[src/bst_pkg.sv]
// Package for the byte stream tokenizer: widths, token kinds, scanner modes,
// the queue depth and the character-class helpers.
// No dependencies; every other file imports it.
`timescale 1ns / 1ps
`default_nettype none

package bst_pkg;

  localparam int POSITION_BITS = 16;
  localparam int BYTE_W        = 8;
  localparam int START_W       = 16;
  localparam int LEN_W         = 16;
  localparam int KIND_W        = 3;

  localparam logic [LEN_W-1:0] LEN_MAX     = {LEN_W{1'b1}};
  localparam logic [LEN_W-1:0] KEYWORD_LEN = LEN_W'(5);

  // Result queue: room for a burst of two-result requests
  localparam int QUEUE_DEPTH = 4;
  localparam int QCNT_W      = $clog2(QUEUE_DEPTH + 1);

  typedef enum logic [KIND_W-1:0] {
    KIND_INTEGER = 3'd0,
    KIND_PRINT   = 3'd1,
    KIND_IDENT   = 3'd2,
    KIND_ILLEGAL = 3'd3,
    KIND_END     = 3'd4
  } kind_t;

  typedef enum logic [1:0] {
    MODE_IDLE    = 2'd0,
    MODE_INTEGER = 2'd1,
    MODE_IDENT   = 2'd2
  } mode_t;

  typedef struct packed {
    kind_t               kind;
    logic [START_W-1:0]  start;
    logic [LEN_W-1:0]    length;
    logic [BYTE_W-1:0]   bad;
    logic                last;
  } token_t;

  function automatic logic is_ws(input logic [BYTE_W-1:0] b);
    return (b == 8'h20) || ((b >= 8'h09) && (b <= 8'h0D));
  endfunction

  function automatic logic is_digit(input logic [BYTE_W-1:0] b);
    return (b >= 8'h30) && (b <= 8'h39);
  endfunction

  function automatic logic is_word_start(input logic [BYTE_W-1:0] b);
    return ((b >= 8'h61) && (b <= 8'h7A)) || ((b >= 8'h41) && (b <= 8'h5A)) ||
           (b == 8'h5F);
  endfunction

  // Letters of the keyword "print", by position
  function automatic logic [BYTE_W-1:0] print_char(input logic [2:0] idx);
    logic [BYTE_W-1:0] c;
    case (idx)
      3'd0:    c = 8'h70;
      3'd1:    c = 8'h72;
      3'd2:    c = 8'h69;
      3'd3:    c = 8'h6E;
      3'd4:    c = 8'h74;
      default: c = 8'h00;
    endcase
    return c;
  endfunction

endpackage

`default_nettype wire

[src/bst_ifs.sv]
// Valid/ready channel interfaces of the byte stream tokenizer: text bytes in,
// tokens out. Depends on bst_pkg for the field widths.
`timescale 1ns / 1ps
`default_nettype none

interface bst_in_if;
  import bst_pkg::*;

  logic                valid;
  logic                ready;
  logic [BYTE_W-1:0]   text_byte;
  logic                end_of_text;

  modport source (output valid, output text_byte, output end_of_text, input ready);
  modport sink   (input valid, input text_byte, input end_of_text, output ready);
endinterface

interface bst_out_if;
  import bst_pkg::*;

  logic                valid;
  logic                ready;
  logic [KIND_W-1:0]   token_kind;
  logic [START_W-1:0]  token_start;
  logic [LEN_W-1:0]    token_length;
  logic [BYTE_W-1:0]   illegal_byte;
  logic                last_of_run;

  modport source (output valid, output token_kind, output token_start,
                  output token_length, output illegal_byte, output last_of_run,
                  input ready);
  modport sink   (input valid, input token_kind, input token_start,
                  input token_length, input illegal_byte, input last_of_run,
                  output ready);
endinterface

`default_nettype wire

[src/byte_stream_tokenizer.sv]
// Byte stream tokenizer: one text byte per request in, tokens out as
// kind / start / length. Depends on bst_pkg and the channels in bst_ifs.sv.
//
// Usage:
//   in_stream  (sink)   one request per text byte; end_of_text=1 closes the text
//                       (text_byte is then ignored).
//   out_stream (source) one request per token; last_of_run marks the final
//                       token caused by an input request.
//   A byte is classified and the scanner state updated in the cycle it is
//   accepted; the token(s) it completes land in a 4-entry result queue, whose
//   registered head drives out_stream. The queue drains one token per cycle
//   while out_stream.ready is high. Throughput: one byte per cycle whenever
//   each byte causes at most one token and out_stream is not stalled. A byte
//   that ends a pending token and is itself illegal, or an end of text with a
//   token pending, pushes two tokens; such bursts fill the queue, and
//   in_stream.ready drops while fewer than two slots are free.
//   Reset: scanner idle, byte position zero, queue empty. End of text returns
//   the scanner to the same state, so the next byte starts a new text.
//   Receiver stall: queued tokens hold in place; input keeps being taken until
//   the queue is nearly full, then waits. Nothing is dropped.
`timescale 1ns / 1ps
`default_nettype none

module byte_stream_tokenizer (
  input  wire logic   clk,
  input  wire logic   rst_n,
  bst_in_if.sink      in_stream,
  bst_out_if.source   out_stream
);
  import bst_pkg::*;

  // Scanner state
  mode_t                    mode_r, mode_nxt;
  logic [POSITION_BITS-1:0] pos_r, pos_nxt;
  logic [START_W-1:0]       pstart_r, pstart_nxt;
  logic [LEN_W-1:0]         plen_r, plen_nxt;
  logic                     kw_r, kw_nxt;

  // Result queue, head at slot 0
  token_t                   q_r [QUEUE_DEPTH];
  token_t                   q_nxt [QUEUE_DEPTH];
  logic [QCNT_W-1:0]        cnt_r, cnt_nxt;

  logic                     in_acc;
  logic                     pop;
  logic [BYTE_W-1:0]        b;
  logic                     eot;
  logic                     b_ws, b_digit, b_word;
  logic                     extend;
  logic                     flush_v;
  logic                     tail_v;
  logic                     begin_int, begin_ident;
  token_t                   flush_tok, tail_tok;
  token_t                   res0, res1;
  logic                     push0, push1;
  logic [QCNT_W-1:0]        cnt_s;

  assign in_acc = in_stream.valid && in_stream.ready;
  assign pop    = out_stream.valid && out_stream.ready;

  // Keep two slots free so any request can be taken without looking at out
  assign in_stream.ready = (cnt_r <= QCNT_W'(QUEUE_DEPTH - 2));

  assign b       = in_stream.text_byte;
  assign eot     = in_stream.end_of_text;
  assign b_ws    = is_ws(b);
  assign b_digit = is_digit(b);
  assign b_word  = is_word_start(b);

  // Byte continues the pending run
  assign extend = !eot &&
                  (((mode_r == MODE_INTEGER) && b_digit) ||
                   ((mode_r == MODE_IDENT) && (b_word || b_digit)));

  // Pending token is closed by whitespace, end, or any non-continuing byte
  assign flush_v     = !extend && (mode_r != MODE_IDLE);
  assign begin_int   = !eot && !extend && b_digit;
  assign begin_ident = !eot && !extend && b_word;
  // End token, or a one-byte illegal token
  assign tail_v      = eot || (!extend && !b_ws && !b_digit && !b_word);

  // Next scanner mode
  always_comb begin
    if (!in_acc) begin
      mode_nxt = mode_r;
    end else if (eot) begin
      mode_nxt = MODE_IDLE;
    end else if (extend) begin
      mode_nxt = mode_r;
    end else if (begin_int) begin
      mode_nxt = MODE_INTEGER;
    end else if (begin_ident) begin
      mode_nxt = MODE_IDENT;
    end else begin
      mode_nxt = MODE_IDLE;
    end
  end

  // Token values and the rest of the scanner state
  always_comb begin
    flush_tok.start  = pstart_r;
    flush_tok.length = plen_r;
    flush_tok.bad    = '0;
    flush_tok.last   = 1'b0;
    if (mode_r == MODE_INTEGER) begin
      flush_tok.kind = KIND_INTEGER;
    end else if (kw_r && (plen_r == KEYWORD_LEN) && (eot || b_ws)) begin
      flush_tok.kind = KIND_PRINT;
    end else begin
      flush_tok.kind = KIND_IDENT;
    end

    tail_tok.start = START_W'(pos_r);
    tail_tok.last  = 1'b1;
    if (eot) begin
      tail_tok.kind   = KIND_END;
      tail_tok.length = '0;
      tail_tok.bad    = '0;
    end else begin
      tail_tok.kind   = KIND_ILLEGAL;
      tail_tok.length = LEN_W'(1);
      tail_tok.bad    = b;
    end

    // Pack into up to two results in emit order
    res0      = flush_v ? flush_tok : tail_tok;
    res0.last = !(flush_v && tail_v);
    res1      = tail_tok;
    push0     = in_acc && (flush_v || tail_v);
    push1     = in_acc && flush_v && tail_v;

    pos_nxt    = pos_r;
    pstart_nxt = pstart_r;
    plen_nxt   = plen_r;
    kw_nxt     = kw_r;
    if (in_acc) begin
      if (eot) begin
        pos_nxt    = '0;
        pstart_nxt = '0;
        plen_nxt   = '0;
        kw_nxt     = 1'b0;
      end else begin
        pos_nxt = pos_r + POSITION_BITS'(1);
        if (extend) begin
          kw_nxt   = kw_r && (plen_r < KEYWORD_LEN) && (b == print_char(plen_r[2:0]));
          plen_nxt = (plen_r == LEN_MAX) ? plen_r : plen_r + LEN_W'(1);
        end else if (begin_int || begin_ident) begin
          pstart_nxt = START_W'(pos_r);
          plen_nxt   = LEN_W'(1);
          kw_nxt     = begin_ident && (b == print_char(3'd0));
        end else begin
          kw_nxt = 1'b0;
        end
      end
    end
  end

  // Queue: advance on pop, append new results behind the survivors
  always_comb begin
    cnt_s = cnt_r - QCNT_W'(pop);
    for (int i = 0; i < QUEUE_DEPTH; i++) begin
      if (pop && (i < QUEUE_DEPTH - 1)) begin
        q_nxt[i] = q_r[(i < QUEUE_DEPTH - 1) ? i + 1 : i];
      end else begin
        q_nxt[i] = q_r[i];
      end
      if (push0 && (cnt_s == QCNT_W'(i))) begin
        q_nxt[i] = res0;
      end
      if (push1 && ((cnt_s + QCNT_W'(1)) == QCNT_W'(i))) begin
        q_nxt[i] = res1;
      end
    end
    cnt_nxt = cnt_s + QCNT_W'(push0) + QCNT_W'(push1);
  end

  always_ff @(posedge clk) begin
    if (!rst_n) begin
      mode_r   <= MODE_IDLE;
      pos_r    <= '0;
      pstart_r <= '0;
      plen_r   <= '0;
      kw_r     <= 1'b0;
      cnt_r    <= '0;
    end else begin
      mode_r   <= mode_nxt;
      pos_r    <= pos_nxt;
      pstart_r <= pstart_nxt;
      plen_r   <= plen_nxt;
      kw_r     <= kw_nxt;
      cnt_r    <= cnt_nxt;
    end
  end

  always_ff @(posedge clk) begin
    for (int i = 0; i < QUEUE_DEPTH; i++) begin
      q_r[i] <= q_nxt[i];
    end
  end

  assign out_stream.valid        = (cnt_r != '0);
  assign out_stream.token_kind   = q_r[0].kind;
  assign out_stream.token_start  = q_r[0].start;
  assign out_stream.token_length = q_r[0].length;
  assign out_stream.illegal_byte = q_r[0].bad;
  assign out_stream.last_of_run  = q_r[0].last;

`ifndef SYNTHESIS
  a_queue_bound: assert property (@(posedge clk) disable iff (!rst_n)
    cnt_r <= QCNT_W'(QUEUE_DEPTH))
    else $error("result queue count past its depth");

  a_eot_restart: assert property (@(posedge clk) disable iff (!rst_n)
    (in_acc && eot) |=> (pos_r == '0) && (mode_r == MODE_IDLE))
    else $error("end of text did not restart the scanner");

  a_pending_len: assert property (@(posedge clk) disable iff (!rst_n)
    (mode_r != MODE_IDLE) |-> (plen_r != '0))
    else $error("pending token with zero length");

  a_kw_ident: assert property (@(posedge clk) disable iff (!rst_n)
    kw_r |-> (mode_r == MODE_IDENT))
    else $error("keyword match flag outside an identifier");

  a_end_last: assert property (@(posedge clk) disable iff (!rst_n)
    (out_stream.valid && (q_r[0].kind == KIND_END)) |-> q_r[0].last)
    else $error("end token not marked last");
`endif

endmodule

`default_nettype wire
[src/flat_wrapper.sv]
// flat-port wrapper written by rule: the top's interface ports become plain ports
module byte_stream_tokenizer_flat import bst_pkg::*;
  (clk, rst_n, in_stream_valid, in_stream_text_byte, in_stream_end_of_text, in_stream_ready, out_stream_valid, out_stream_token_kind, out_stream_token_start, out_stream_token_length, out_stream_illegal_byte, out_stream_last_of_run, out_stream_ready);
  bst_in_if in_stream_i ();
  bst_out_if out_stream_i ();
  input  wire logic clk;
  input  wire logic rst_n;
  input wire logic [$bits(in_stream_i.valid)-1:0] in_stream_valid;
  input wire logic [$bits(in_stream_i.text_byte)-1:0] in_stream_text_byte;
  input wire logic [$bits(in_stream_i.end_of_text)-1:0] in_stream_end_of_text;
  output wire logic [$bits(in_stream_i.ready)-1:0] in_stream_ready;
  output wire logic [$bits(out_stream_i.valid)-1:0] out_stream_valid;
  output wire logic [$bits(out_stream_i.token_kind)-1:0] out_stream_token_kind;
  output wire logic [$bits(out_stream_i.token_start)-1:0] out_stream_token_start;
  output wire logic [$bits(out_stream_i.token_length)-1:0] out_stream_token_length;
  output wire logic [$bits(out_stream_i.illegal_byte)-1:0] out_stream_illegal_byte;
  output wire logic [$bits(out_stream_i.last_of_run)-1:0] out_stream_last_of_run;
  input wire logic [$bits(out_stream_i.ready)-1:0] out_stream_ready;
  assign in_stream_i.valid = in_stream_valid;
  assign in_stream_i.text_byte = in_stream_text_byte;
  assign in_stream_i.end_of_text = in_stream_end_of_text;
  assign in_stream_ready = in_stream_i.ready;
  assign out_stream_valid = out_stream_i.valid;
  assign out_stream_token_kind = out_stream_i.token_kind;
  assign out_stream_token_start = out_stream_i.token_start;
  assign out_stream_token_length = out_stream_i.token_length;
  assign out_stream_illegal_byte = out_stream_i.illegal_byte;
  assign out_stream_last_of_run = out_stream_i.last_of_run;
  assign out_stream_i.ready = out_stream_ready;
  byte_stream_tokenizer u_core (.clk(clk), .rst_n(rst_n), .in_stream(in_stream_i), .out_stream(out_stream_i));
endmodule
[config.mk]
export PLATFORM = sky130hd
export DESIGN_NAME = byte_stream_tokenizer_flat
export DESIGN_NICKNAME = d
export VERILOG_FILES = /design/src/bst_pkg.sv /design/src/bst_ifs.sv /design/src/byte_stream_tokenizer.sv /design/src/flat_wrapper.sv
export SDC_FILE = /design/constraint.sdc
export NUM_CORES = 1
export LEC_CHECK = 0
export ABC_AREA = 1
export BUFFER_PORTS_ARGS = -buffer_cell sky130_fd_sc_hd__clkbuf_2
export CORE_UTILIZATION = 30
export CTS_CLUSTER_SIZE = 12
export DETAILED_ROUTE_END_ITERATION = 8
export GPL_ROUTABILITY_DRIVEN = 0
export GPL_TIMING_DRIVEN = 0
export PLACE_DENSITY = 0.55
export REMOVE_ABC_BUFFERS = 1
export SLEW_MARGIN = 25
export SYNTH_ARGS = -nofsm -noshare
export SYNTH_HDL_FRONTEND = slang
export SYNTH_SLANG_ARGS = --single-unit
[constraint.sdc]
create_clock -name clk -period 4.2 [get_ports clk]
set_input_delay 0.42 -clock clk [delete_from_list [all_inputs] [get_ports clk]]
set_output_delay 0.42 -clock clk [all_outputs]
set_load 0.1 [all_outputs]
**Yosys cells after proc, flatten, opt, wreduce, memory -nomap -nowiden**

Memory sizes are Yosys's and may differ from the RTL's.
Index checks and enable logic that the tools add are counted.

- Memory bits (writable): 176
- Input bits: 13
- Register bits: 54
- Memories kept: 1

- Muxes and demuxes: 35
- Add/subtract/negate cells: 6
- Magnitude comparators: 10
- Reductions and logical operators: 58
- Equality and inequality tests: 20

Memories:

| name | depth | width | read ports | clocked after memory_dff | write ports | line | text |
|---|---|---|---|---|---|---|---|
| u_core.q_r | 4 | 44 | 4 | 0 | 4 | byte_stream_tokenizer.sv:40 | `token_t q_r [QUEUE_DEPTH];` |

Operator list:

| operator | number |
|---|---|
| $mux 44 | 12 |
| $mux 16 | 8 |
| $pmux 7 s5 | 1 |
| $logic_and 1x1->1 | 33 |
| $add 16x1->16 const B | 2 |
| $mux 8 | 3 |
| $eq 3x2->1 const B | 6 |
| $eq 16x16->1 const B | 1 |
| $eq 16x3->1 const B | 1 |
| $eq 8x7->1 const B | 2 |
| $ge 8x7->1 const B | 2 |
| $le 8x7->1 const B | 2 |
| $lt 16x3->1 const B | 1 |
| $mux 2 | 5 |
| $eq 3x1->1 const B | 3 |
| $logic_not 3->1 | 3 |
| $logic_or 1x1->1 | 9 |
| $mux 9 | 1 |
| $eq 8x6->1 const B | 1 |
| $eq 8x8->1 | 1 |
| $ge 8x4->1 const B | 1 |
| $ge 8x6->1 const B | 1 |
| $le 8x4->1 const B | 1 |
| $le 8x6->1 const B | 1 |
| 16 further kinds | 28 |

**Depth between registers and ports, before layout**

Gate-level depths: netlist (run 1).

- Depth after elaboration: 18
- Mapped depth: 18
- Mapped depth without buffers: 16

**Worst setup path after synthesis (run 1)**

Ideal clock, no wire load.

- Path type: register to register
- Start point: register, netlist name u_core.cnt_r[1]
- End point: memory u_core.q_r[0][1] (netlist bit), enable pin
- Cell stages (with the launch flop): 17
- Data arrival time: 4.716 ns
- Slack: -0.906 ns
- Setup time: 0.390 ns
- Clock period less this slack: 5.106 ns
- Path through: dfxtp_1 > inv_1 > nand3_1 > nand2_1 > inv_1 > clkbuf_1 > ha_1 > ha_1 > or2_2 > nand2_1 > inv_1 > ha_1 > inv_1 > nor3_1 > nand2_4 > buf_4 > nand3_1

RTL lines:

| what | line |
|---|---|
| end, declared | byte_stream_tokenizer.sv:40 |

==> results.yml, run 1 <==
outcome:
  status: "finished clean"
routing:
  avgViaCountPerCell: 5.06
  ant_nets: 0
  drc: 0
  totalWireLength_mm: 38.9
  drt_first_pass_iters: 5
  drt_iter0_drc: 874
  wl_per_cell_um: 16.9
  vias: 11600
critical_path:
  path_delay_family: "simple AND/OR/NAND/NOR gates"
  r2r_slack_ns: 0.22
  r2r_cells: 16
  path_cells: "inv_1 -> nand3_2 -> nand2_8 -> inv_2 -> ha_1 -> ha_1 -> or2_2 -> nand2_1 -> inv_1 -> ha_1 -> inv_1 -> nor3_4 -> buf_4 -> nand2_8 -> nand3_4 -> buf_16"
  end_kind: "flop"
  r2r-start: "u_core.cnt_r[1]"
  cp-start-kind: "flop"
  startpoint: "u_core.cnt_r[1]"
  cp_max_fo: 30
  crit_type: "reg -> reg"
  critPathRequiredTime_ns: 4.47
  critPathBufInv: 6
  cp_num_cells: 16
  worst_path_max_delay_cell: "dfxtp_1"
  critPathCapture: "u_core.q_r[0][29]"
  critPathArrivalTime_ns: 4.25
  reg2reg_to: "u_core.q_r[0][29]"
  slowest_delay_ns: 0.31
pwr:
  peakVddDrop_mv: 0.465
  p_leak_uw: 0.00645
  clkPwrFrac_pct: 19.3
  p_int_uw: 6000
  power.density_nw_per_um2: 800
  seqPwrFrac_pct: 30.9
  comb_power_share_pct: 49.8
  p_sw_share_pct: 48.5
  power.switching_uw: 5640
  power_uw: 11600
clock_tree:
  cts_tree: "done"
  clk_pin_slew_ns: 0.06
  cts-buffers-inserted: 27
  ctsRootBufferMaster: "clkbuf_16"
  cts.sinks: 230
  clk_latency_ns: 0.56
  htree_num_levels: 1
  clk_path_buf_depth: 3
logic_synthesis:
  synthCells: 1746
  syn_area_um2: 12800
  ys_seq_area_share_pct: 44.8
  syn_avg_cell_area_um2: 7.33
  synth_cell_types: 41
  yosysWarningCount: 0
  synth_seq_cells: 230
sta:
  rsz0062_at_grt: "false"
  fin_crit_ns: 3.98
  worst_pin_slew_ns: 0.720
  post-route-period-util_pct: 94.8
  worst_clock_skew_ns: 0.0191
  slew_violations: 0
  hold_viol: 0
  setup_viol: 0
  max_freq_ghz: 0.251
  whs_ns: 0.180
  slew_headroom_pct: 51.7
global_route:
  grt_util_met3_pct: 2.66
  grt_busiest_layer: "met2"
  grt_max_degree: 63
  grt_util_met1_pct: 23.5
  grt_pass1_vias: 11200
  use_met2_pct: 29.8
  grt_pass1_wl_mm: 61.8
  antenna_found_initial: 0
  grt_overflow_total: 0
  grt_usage_pct: 17.7
die:
  io_pins: 59
  dieArea_um2: 43500
  core-area_um2: 42000
  die_h_um: 208
  rows: 75
  initial_core_util_pct: 30.4
  dieWidth_um: 208
layout:
  num_antenna_cells: 0
  area_delta_synth_final_pct: 13.7
  stdcell_count: 2299
  drive_gt1_share_pct: 11.3
  fill_cells: 4468
  final_common_cell: "nand2_1"
  nets: 1766
  layout_common_cells: "nand2_1, nand3_1, inv_1"
job:
  drv_cap: 0
placed_design:
  dp_cells: 2238
  hpwl_mm: 22.8
  numPortBuffers: 58
worst_hold_path:
  hp-class: "in -> reg"
## layer usage
layer	part of all wire, %	vias up	wire [µm]
li1	-	5755	-
met5	0	-	0
met4	2.4	0	946
met2	47	311	18300
met3	5.3	56	2070
met1	45	5510	17600
## cells in the mapped netlist, drive strengths merged
cell,instances,area [µm²]
a21oi,49,245
nor3,15,80.1
or2,2,12.5
nor3b,2,15.0
edfxtp,112,3360
nand3,226,1160
o21ai,78,503
fa,1,20.0
clkinv,1,3.75
nand2,655,2510
o211ai,1,7.51
a211oi,1,7.51
nor2,71,335
buf,73,460
o21a,1,7.51
xnor2,1,8.76
o22ai,1,6.26
inv,164,616
nand4,104,657
clkbuf,46,175
xor2,9,78.8
ha,10,125
a31oi,1,6.26
nor4,4,25.0
dfxtp,118,2360
## area by class of cell
| type | count | area, µm² | share of cell area (%) |
|---|---|---|---|
| clock buffer | 31 | 711 | 4.89 |
| clock inverter | 16 | 114 | 0.783 |
| inverter | 165 | 634 | 4.36 |
| multi-input combinational | 1238 | 6080 | 41.8 |
| sequential | 230 | 5730 | 39.4 |
| tap | 539 | 674 | 4.64 |
| timing repair buffer | 80 | 606 | 4.16 |
## how the worst min path moves through the flow
stage | endpoint | slack (ns) | depth (start not counted) | startpoint
final | u_core.cnt_r[1] | 0.18 | 3 | rst_n
after detailed placement | u_core.pstart_r[13] | 0.45 | 2 | u_core.pstart_r[13]
after global routing | u_core.cnt_r[0] | 0.22 | 3 | rst_n
after CTS | u_core.cnt_r[1] | 0.17 | 3 | rst_n
after global placement | u_core.q_r[3][0] | 0.44 | 2 | u_core.q_r[3][0]
after floorplan | u_core.q_r[3][0] | 0.43 | 2 | u_core.q_r[3][0]
## per-stage QoR
stage                     util [%]  setup WS, ns  setup TNS (ns)  area (µm²)
final                         34.6         0.220               0       14500
after global routing          34.6        0.0583               0       14500
after CTS                     34.3        0.0790               0       14400
after floorplan                  -         -3.73         -671.52       12200
after global placement        31.2         -7.82        -1382.36       13100
after detailed placement      32.0        -0.987         -158.51       13400
## cells by family (layout without fill, tap and decap cells)
group | Yosys count | after routing | synth area share [%]
compound gates | 132 | 132 | 6.12
xor+xnor | 10 | 10 | 0.685
fa+ha+maj | 11 | 11 | 1.13
buf+inv | 284 | 292 | 9.81
flops | 230 | 230 | 44.8
simple gates | 1079 | 1085 | 37.5
## power by group through the flow
stage	combinational [µW]	clock, µW	sequential (µW)
floorplan	2430	0	5210
global placement	5200	0	3660
detailed placement	5530	0	3650
CTS	5710	2300	3600
global route	6310	2360	3670
finish	5800	2240	3600
## flip-flops by register name, indices dropped and copies added, names as in the netlist
register         flops
u_core.q_r         176
u_core.plen_r       16
u_core.pos_r        16
u_core.pstart_r     16
u_core.cnt_r         3
u_core.mode_r        2
u_core.kw_r          1
## timing repair
item	in CTS	in global routing
endpoints found under the setup margin	257	194
gates resized for setup	15	10
buffers inserted	4	4
endpoints found under the hold margin	0	0
hold buffers	0	0
pin swaps	4	5
gates cloned	3	3
## tightest hold or removal path: stages
cell	delay [ns]
clkbuf_2	0.15
nand2_1	0.08
inv_1	0.03
Note: power is estimated with default switching activity, not from simulation.
==> inputs of run 2 (changes only) <==
==> constraint.sdc (replaced) <==
create_clock -name clk -period 4.2 [get_ports clk]
set_input_delay 0.84 -clock clk [delete_from_list [all_inputs] [get_ports clk]]
set_output_delay 0.84 -clock clk [all_outputs]
set_load 0.1 [all_outputs]
==> results.yml, run 2 (synthesis results as in run 1) <==
critical_path:
  r2r_slack_ns: 0.23
  r2r-start: "u_core.cnt_r[1]"
  cp_max_fo: 62
  critPathRequiredTime_ns: 4.41
  reg2reg_to: "u_core.q_r[1][40]"
  crit_type: "reg -> reg"
  end_kind: "flop"
  r2r_cells: 14
  critPathArrivalTime_ns: 4.17
  cp-start-kind: "flop"
layout:
  num_antenna_cells: 0
  nets: 1768
  largest-register: "u_core.q_r"
  fill_cells: 4455
  final_area_um2: 14600
  area_delta_synth_final_pct: 14.0
  drive_gt1_share_pct: 11.4
  final_common_cell: "nand2_1"
  layout_common_cells: "nand2_1, nand3_1, inv_1"
  largest_register_ffs: 176
routing:
  avgViaCountPerCell: 5.05
  drt_first_pass_iters: 5
  drt_iter0_drc: 781
  ant_nets: 0
  totalWireLength_mm: 38.8
  wl_per_cell_um: 16.8
  drc: 0
  vias: 11600
clock_tree:
  cts.sinks: 230
  ctsRootBufferMaster: "clkbuf_16"
  clk_pin_slew_ns: 0.06
  cts-buffers-inserted: 27
  cts_tree: "done"
  clk_latency_ns: 0.56
  htree_num_levels: 1
  clk_path_buf_depth: 3
pwr:
  seqPwrFrac_pct: 31.1
  p_sw_share_pct: 48.4
  power.switching_uw: 5610
  power_uw: 11600
  comb_power_share_pct: 49.5
  p_int_uw: 5970
  p_leak_uw: 0.00646
  peakVddDrop_mv: 0.483
  power.density_nw_per_um2: 794
  clkPwrFrac_pct: 19.4
die:
  dieWidth_um: 208
  initial_core_util_pct: 30.4
  core-area_um2: 42000
  io_pins: 59
  die_h_um: 208
  rows: 75
  dieArea_um2: 43500
global_route:
  grt_overflow_total: 0
  use_met2_pct: 29.8
  grt_util_met3_pct: 2.64
  grt_pass1_wl_mm: 61.7
  grt_pass1_vias: 11200
  grt_max_degree: 63
  grt_usage_pct: 17.7
  grt_util_met1_pct: 23.4
  antenna_found_initial: 0
  grt_busiest_layer: "met2"
sta:
  fin_crit_ns: 3.97
  setup_viol: 0
  rsz0062_at_grt: "false"
  worst_clock_skew_ns: 0.0221
  slew_violations: 0
  hold_viol: 0
  post-route-period-util_pct: 94.5
  slew_headroom_pct: 52.6
  worst_pin_slew_ns: 0.706
  whs_ns: 0.457
  max_freq_ghz: 0.252
placed_design:
  numPortBuffers: 58
  place_area_um2: 13400
  hpwl_mm: 22.8
worst_hold_path:
  min-delay-start: "u_core.pstart_r[10]"
  hp-class: "reg -> reg"
  min_to: "u_core.pstart_r[10]"
  hold_path_depth: 2
job:
  drv_cap: 0
outcome:
  status: "finished clean"
run 2: cell types whose count changed in the layout (fill, tap and decap cells not counted), sizes merged:
cell / before / now
buf: 22 / 24
inv: 167 / 166
nand2: 660 / 659
bufinv: 1 / 2
nand3: 227 / 228
run 2: per-stage QoR:
step                       TNS, ns  utilization [%]  cells  setup slack [ns]
after floorplan            -671.52                -   1627             -3.73
after global placement    -1507.07             31.2   2224             -8.24
after detailed placement   -280.68             32.0   2238             -1.41
after CTS                   -0.114             34.3   2289           -0.0296
after global routing             0             34.7   2301            0.0241
final                            0             34.7   2301             0.233
run 2: metal layers:
layer	wire, µm	share of wire (%)	vias to the layer above
met2	18300	47	325
met5	0	0	-
met4	944	2.4	0
met3	2320	6.0	54
li1	-	-	5748
met1	17200	44	5500
run 2: worst max-delay path, cell delays in order (launching register included):
cell and delay [ns]:
dfxtp_1 0.31, inv_1 0.10, nand3_2 0.27, nand2_8 0.18
inv_2 0.18, ha_1 0.24, ha_1 0.19, or2_2 0.29
nand2_1 0.23, inv_1 0.08, ha_1 0.28, inv_1 0.09
nor2_1 0.32, nand2_8 0.39, nand3_4 0.45
run 2: cell type report:
cell class / count / area (µm²) / share of cell area [%]
Multi-Input combinational cell: 1238 / 6080 / 41.7
Sequential cell: 230 / 5730 / 39.3
Clock buffer: 31 / 711 / 4.87
Tap cell: 539 / 674 / 4.62
Inverter: 165 / 643 / 4.41
Timing Repair Buffer: 82 / 633 / 4.34
Clock inverter: 16 / 114 / 0.781
run 2: what timing repair did:
action	4_1_cts	5_1_grt
pin swaps	3	4
resized for setup	16	9
setup endpoints to repair	261	198
hold buffers	0	0
hold endpoints to repair	0	0
cloned	3	3
setup buffers	1	9
run 2: worst max-delay path by stage:
stage	startpoint	to	slack [ns]	cells after the start
floorplan	u_core.cnt_r[1]	u_core.q_r[0][1]	-3.73	14
global placement	out_stream_ready	u_core.q_r[0][4]	-8.24	13
detailed placement	in_stream_text_byte[7]	u_core.q_r[2][6]	-1.41	13
CTS	u_core.cnt_r[1]	u_core.q_r[3][9]	-0.03	9
global route	u_core.cnt_r[1]	u_core.q_r[2][1]	0.02	15
finish	u_core.cnt_r[1]	u_core.q_r[1][40]	0.23	14
run 2: power groups by stage:
stage | Combinational, µW | Sequential (µW) | Clock, µW
floorplan | 2430 | 5210 | 0
global placement | 5200 | 3660 | 0
detailed placement | 5530 | 3650 | 0
CTS | 5710 | 3600 | 2300
global route | 6250 | 3680 | 2360
finish | 5730 | 3600 | 2240
==> inputs of run 3 (changes only) <==
Settings changed: BUFFER_PORTS_ARGS -buffer_cell sky130_fd_sc_hd__clkbuf_2 to -buffer_cell sky130_fd_sc_hd__buf_2.
==> results.yml, run 3 (synthesis results as in run 1) <==
routing:
  wl_met3_mm: 2.32
  wl_per_cell_um: 16.9
  drt_iter0_drc: 964
  avgViaCountPerCell: 5.04
  wl_met1_mm: 17.2
  drt_first_pass_iters: 6
  ant_nets: 0
  vias: 11600
  top_layer: "met5"
  totalWireLength_mm: 38.9
  met2_length_mm: 18.4
  drc: 0
layout:
  layout_common_cells: "nand2_1, nand3_1, inv_1"
  fill_cells: 4437
  num_antenna_cells: 0
  drive_gt1_share_pct: 11.6
  area_delta_synth_final_pct: 14.5
  multiInputGateArea_um2: 6080
  largest-register: "u_core.q_r"
  nets: 1770
  final_common_cell: "nand2_1"
  seqCellArea_um2: 5730
  stdcell_count: 2306
  largest_register_ffs: 176
  final_area_um2: 14600
  utilization_pct: 34.8
pwr:
  power.density_nw_per_um2: 801
  clkPwrFrac_pct: 20.0
  p_leak_uw: 0.00647
  seqPwrFrac_pct: 30.6
  comb_power_share_pct: 49.4
  power.switching_uw: 5630
  p_sw_share_pct: 48.0
  peakVddDrop_mv: 0.525
  p_int_uw: 6100
outcome:
  status: "finished clean"
die:
  dieWidth_um: 208
  dieArea_um2: 43500
  initial_core_util_pct: 30.4
  core-area_um2: 42000
  die_h_um: 208
  io_pins: 59
  rows: 75
placed_design:
  detailedPlace.worstSlack_ns: -1.46
  place_area_um2: 13400
  hpwl_mm: 22.6
  dp_cells: 2237
  numPortBuffers: 58
global_route:
  antenna_found_initial: 1
  grt_usage_pct: 17.6
  grt_max_degree: 63
  grt_pass1_vias: 11000
  grt_overflow_total: 0
  grt_pass1_wl_mm: 61.4
sta:
  slew_headroom_pct: 53.1
  worst_clock_skew_ns: 0.0200
  worst_pin_slew_ns: 0.702
  slew_violations: 0
  max_freq_ghz: 0.252
  fin_crit_ns: 3.97
  post-route-period-util_pct: 94.5
  rsz0062_at_grt: "false"
  hold_viol: 0
  setup_ws_ns: 0.233
  fin_tns_setup_ns: 0
  setup_viol: 0
worst_hold_path:
  hp-class: "reg -> reg"
clock_tree:
  postCtsHoldBufs: 0
  cts.sinks: 230
  htree_num_levels: 1
  clk_pin_slew_ns: 0.06
  clk_path_buf_depth: 3
  clk_latency_ns: 0.56
  cts_tree: "done"
  ctsRootBufferMaster: "clkbuf_16"
  cts-buffers-inserted: 27
critical_path:
  end_kind: "flop"
  critPathArrivalTime_ns: 4.18
  crit_type: "reg -> reg"
  cp_max_fo: 62
  cp-start-kind: "flop"
  critPathRequiredTime_ns: 4.42
job:
  drv_cap: 0
## run 3: final cells by class
class	instances	share of cell area, %
Sequential cell	230	39.1
Clock buffer	42	5.42
Clock inverter	8	0.564
Timing Repair Buffer	84	4.43
Multi-Input combinational cell	1238	41.5
Inverter	165	4.37
Tap cell	539	4.60
## run 3: per-layer routing
| metal | global-route usage (%) | up-vias |
|---|---|---|
| met3 | 2.64 | 58 |
| met4 | 5.13 | 2 |
| li1 | - | 5757 |
| met1 | 23.1 | 5446 |
| met5 | 0 | - |
| met2 | 29.8 | 351 |
## run 3: final timing paths
path / start / endpoint / slack, ns / cells past startpoint
max: u_core.cnt_r[0] / u_core.q_r[1][42] / 0.23 / 14
min: u_core.pstart_r[8] / u_core.pstart_r[8] / 0.46 / 2
max reg2reg: u_core.cnt_r[0] / u_core.q_r[1][42] / 0.23 / 14
min reg2reg: u_core.pstart_r[8] / u_core.pstart_r[8] / 0.46 / 2
## run 3: metrics by stage
stage	power (µW)	hold WS, ns
after floorplan	7640	0.429
after global placement	8850	0.444
after detailed placement	9160	0.449
after CTS	11700	0.459
after global routing	12400	0.473
final	11700	0.456
## run 3: power by group through the flow
stage	combinational, µW	sequential (µW)	clock, µW
3_3_place_gp	5200	3650	0
6_report	5790	3590	2350
2_1_floorplan	2430	5210	0
4_1_cts	5700	3600	2400
3_5_place_dp	5520	3640	0
5_1_grt	6290	3670	2480
## run 3: what timing repair did
item / 4_1_cts / 5_1_grt
gates resized for setup: 20 / 4
buffers inserted: 1 / 12
pin swaps: 3 / 5
hold endpoints to repair: 0 / 0
gates cloned: 3 / 3
setup endpoints to repair: 261 / 157
## run 3: critical path, cell delays in order (launching register included)
cell and delay, ns:
dfxtp_1 0.32, inv_1 0.10, nand3_2 0.26, nand2_8 0.19, inv_4 0.13, ha_1 0.22
ha_1 0.19, or2_2 0.29, nand2_1 0.27, inv_1 0.08, ha_1 0.29, inv_1 0.10
nor2_1 0.33, nand2_8 0.39, nand3_4 0.44
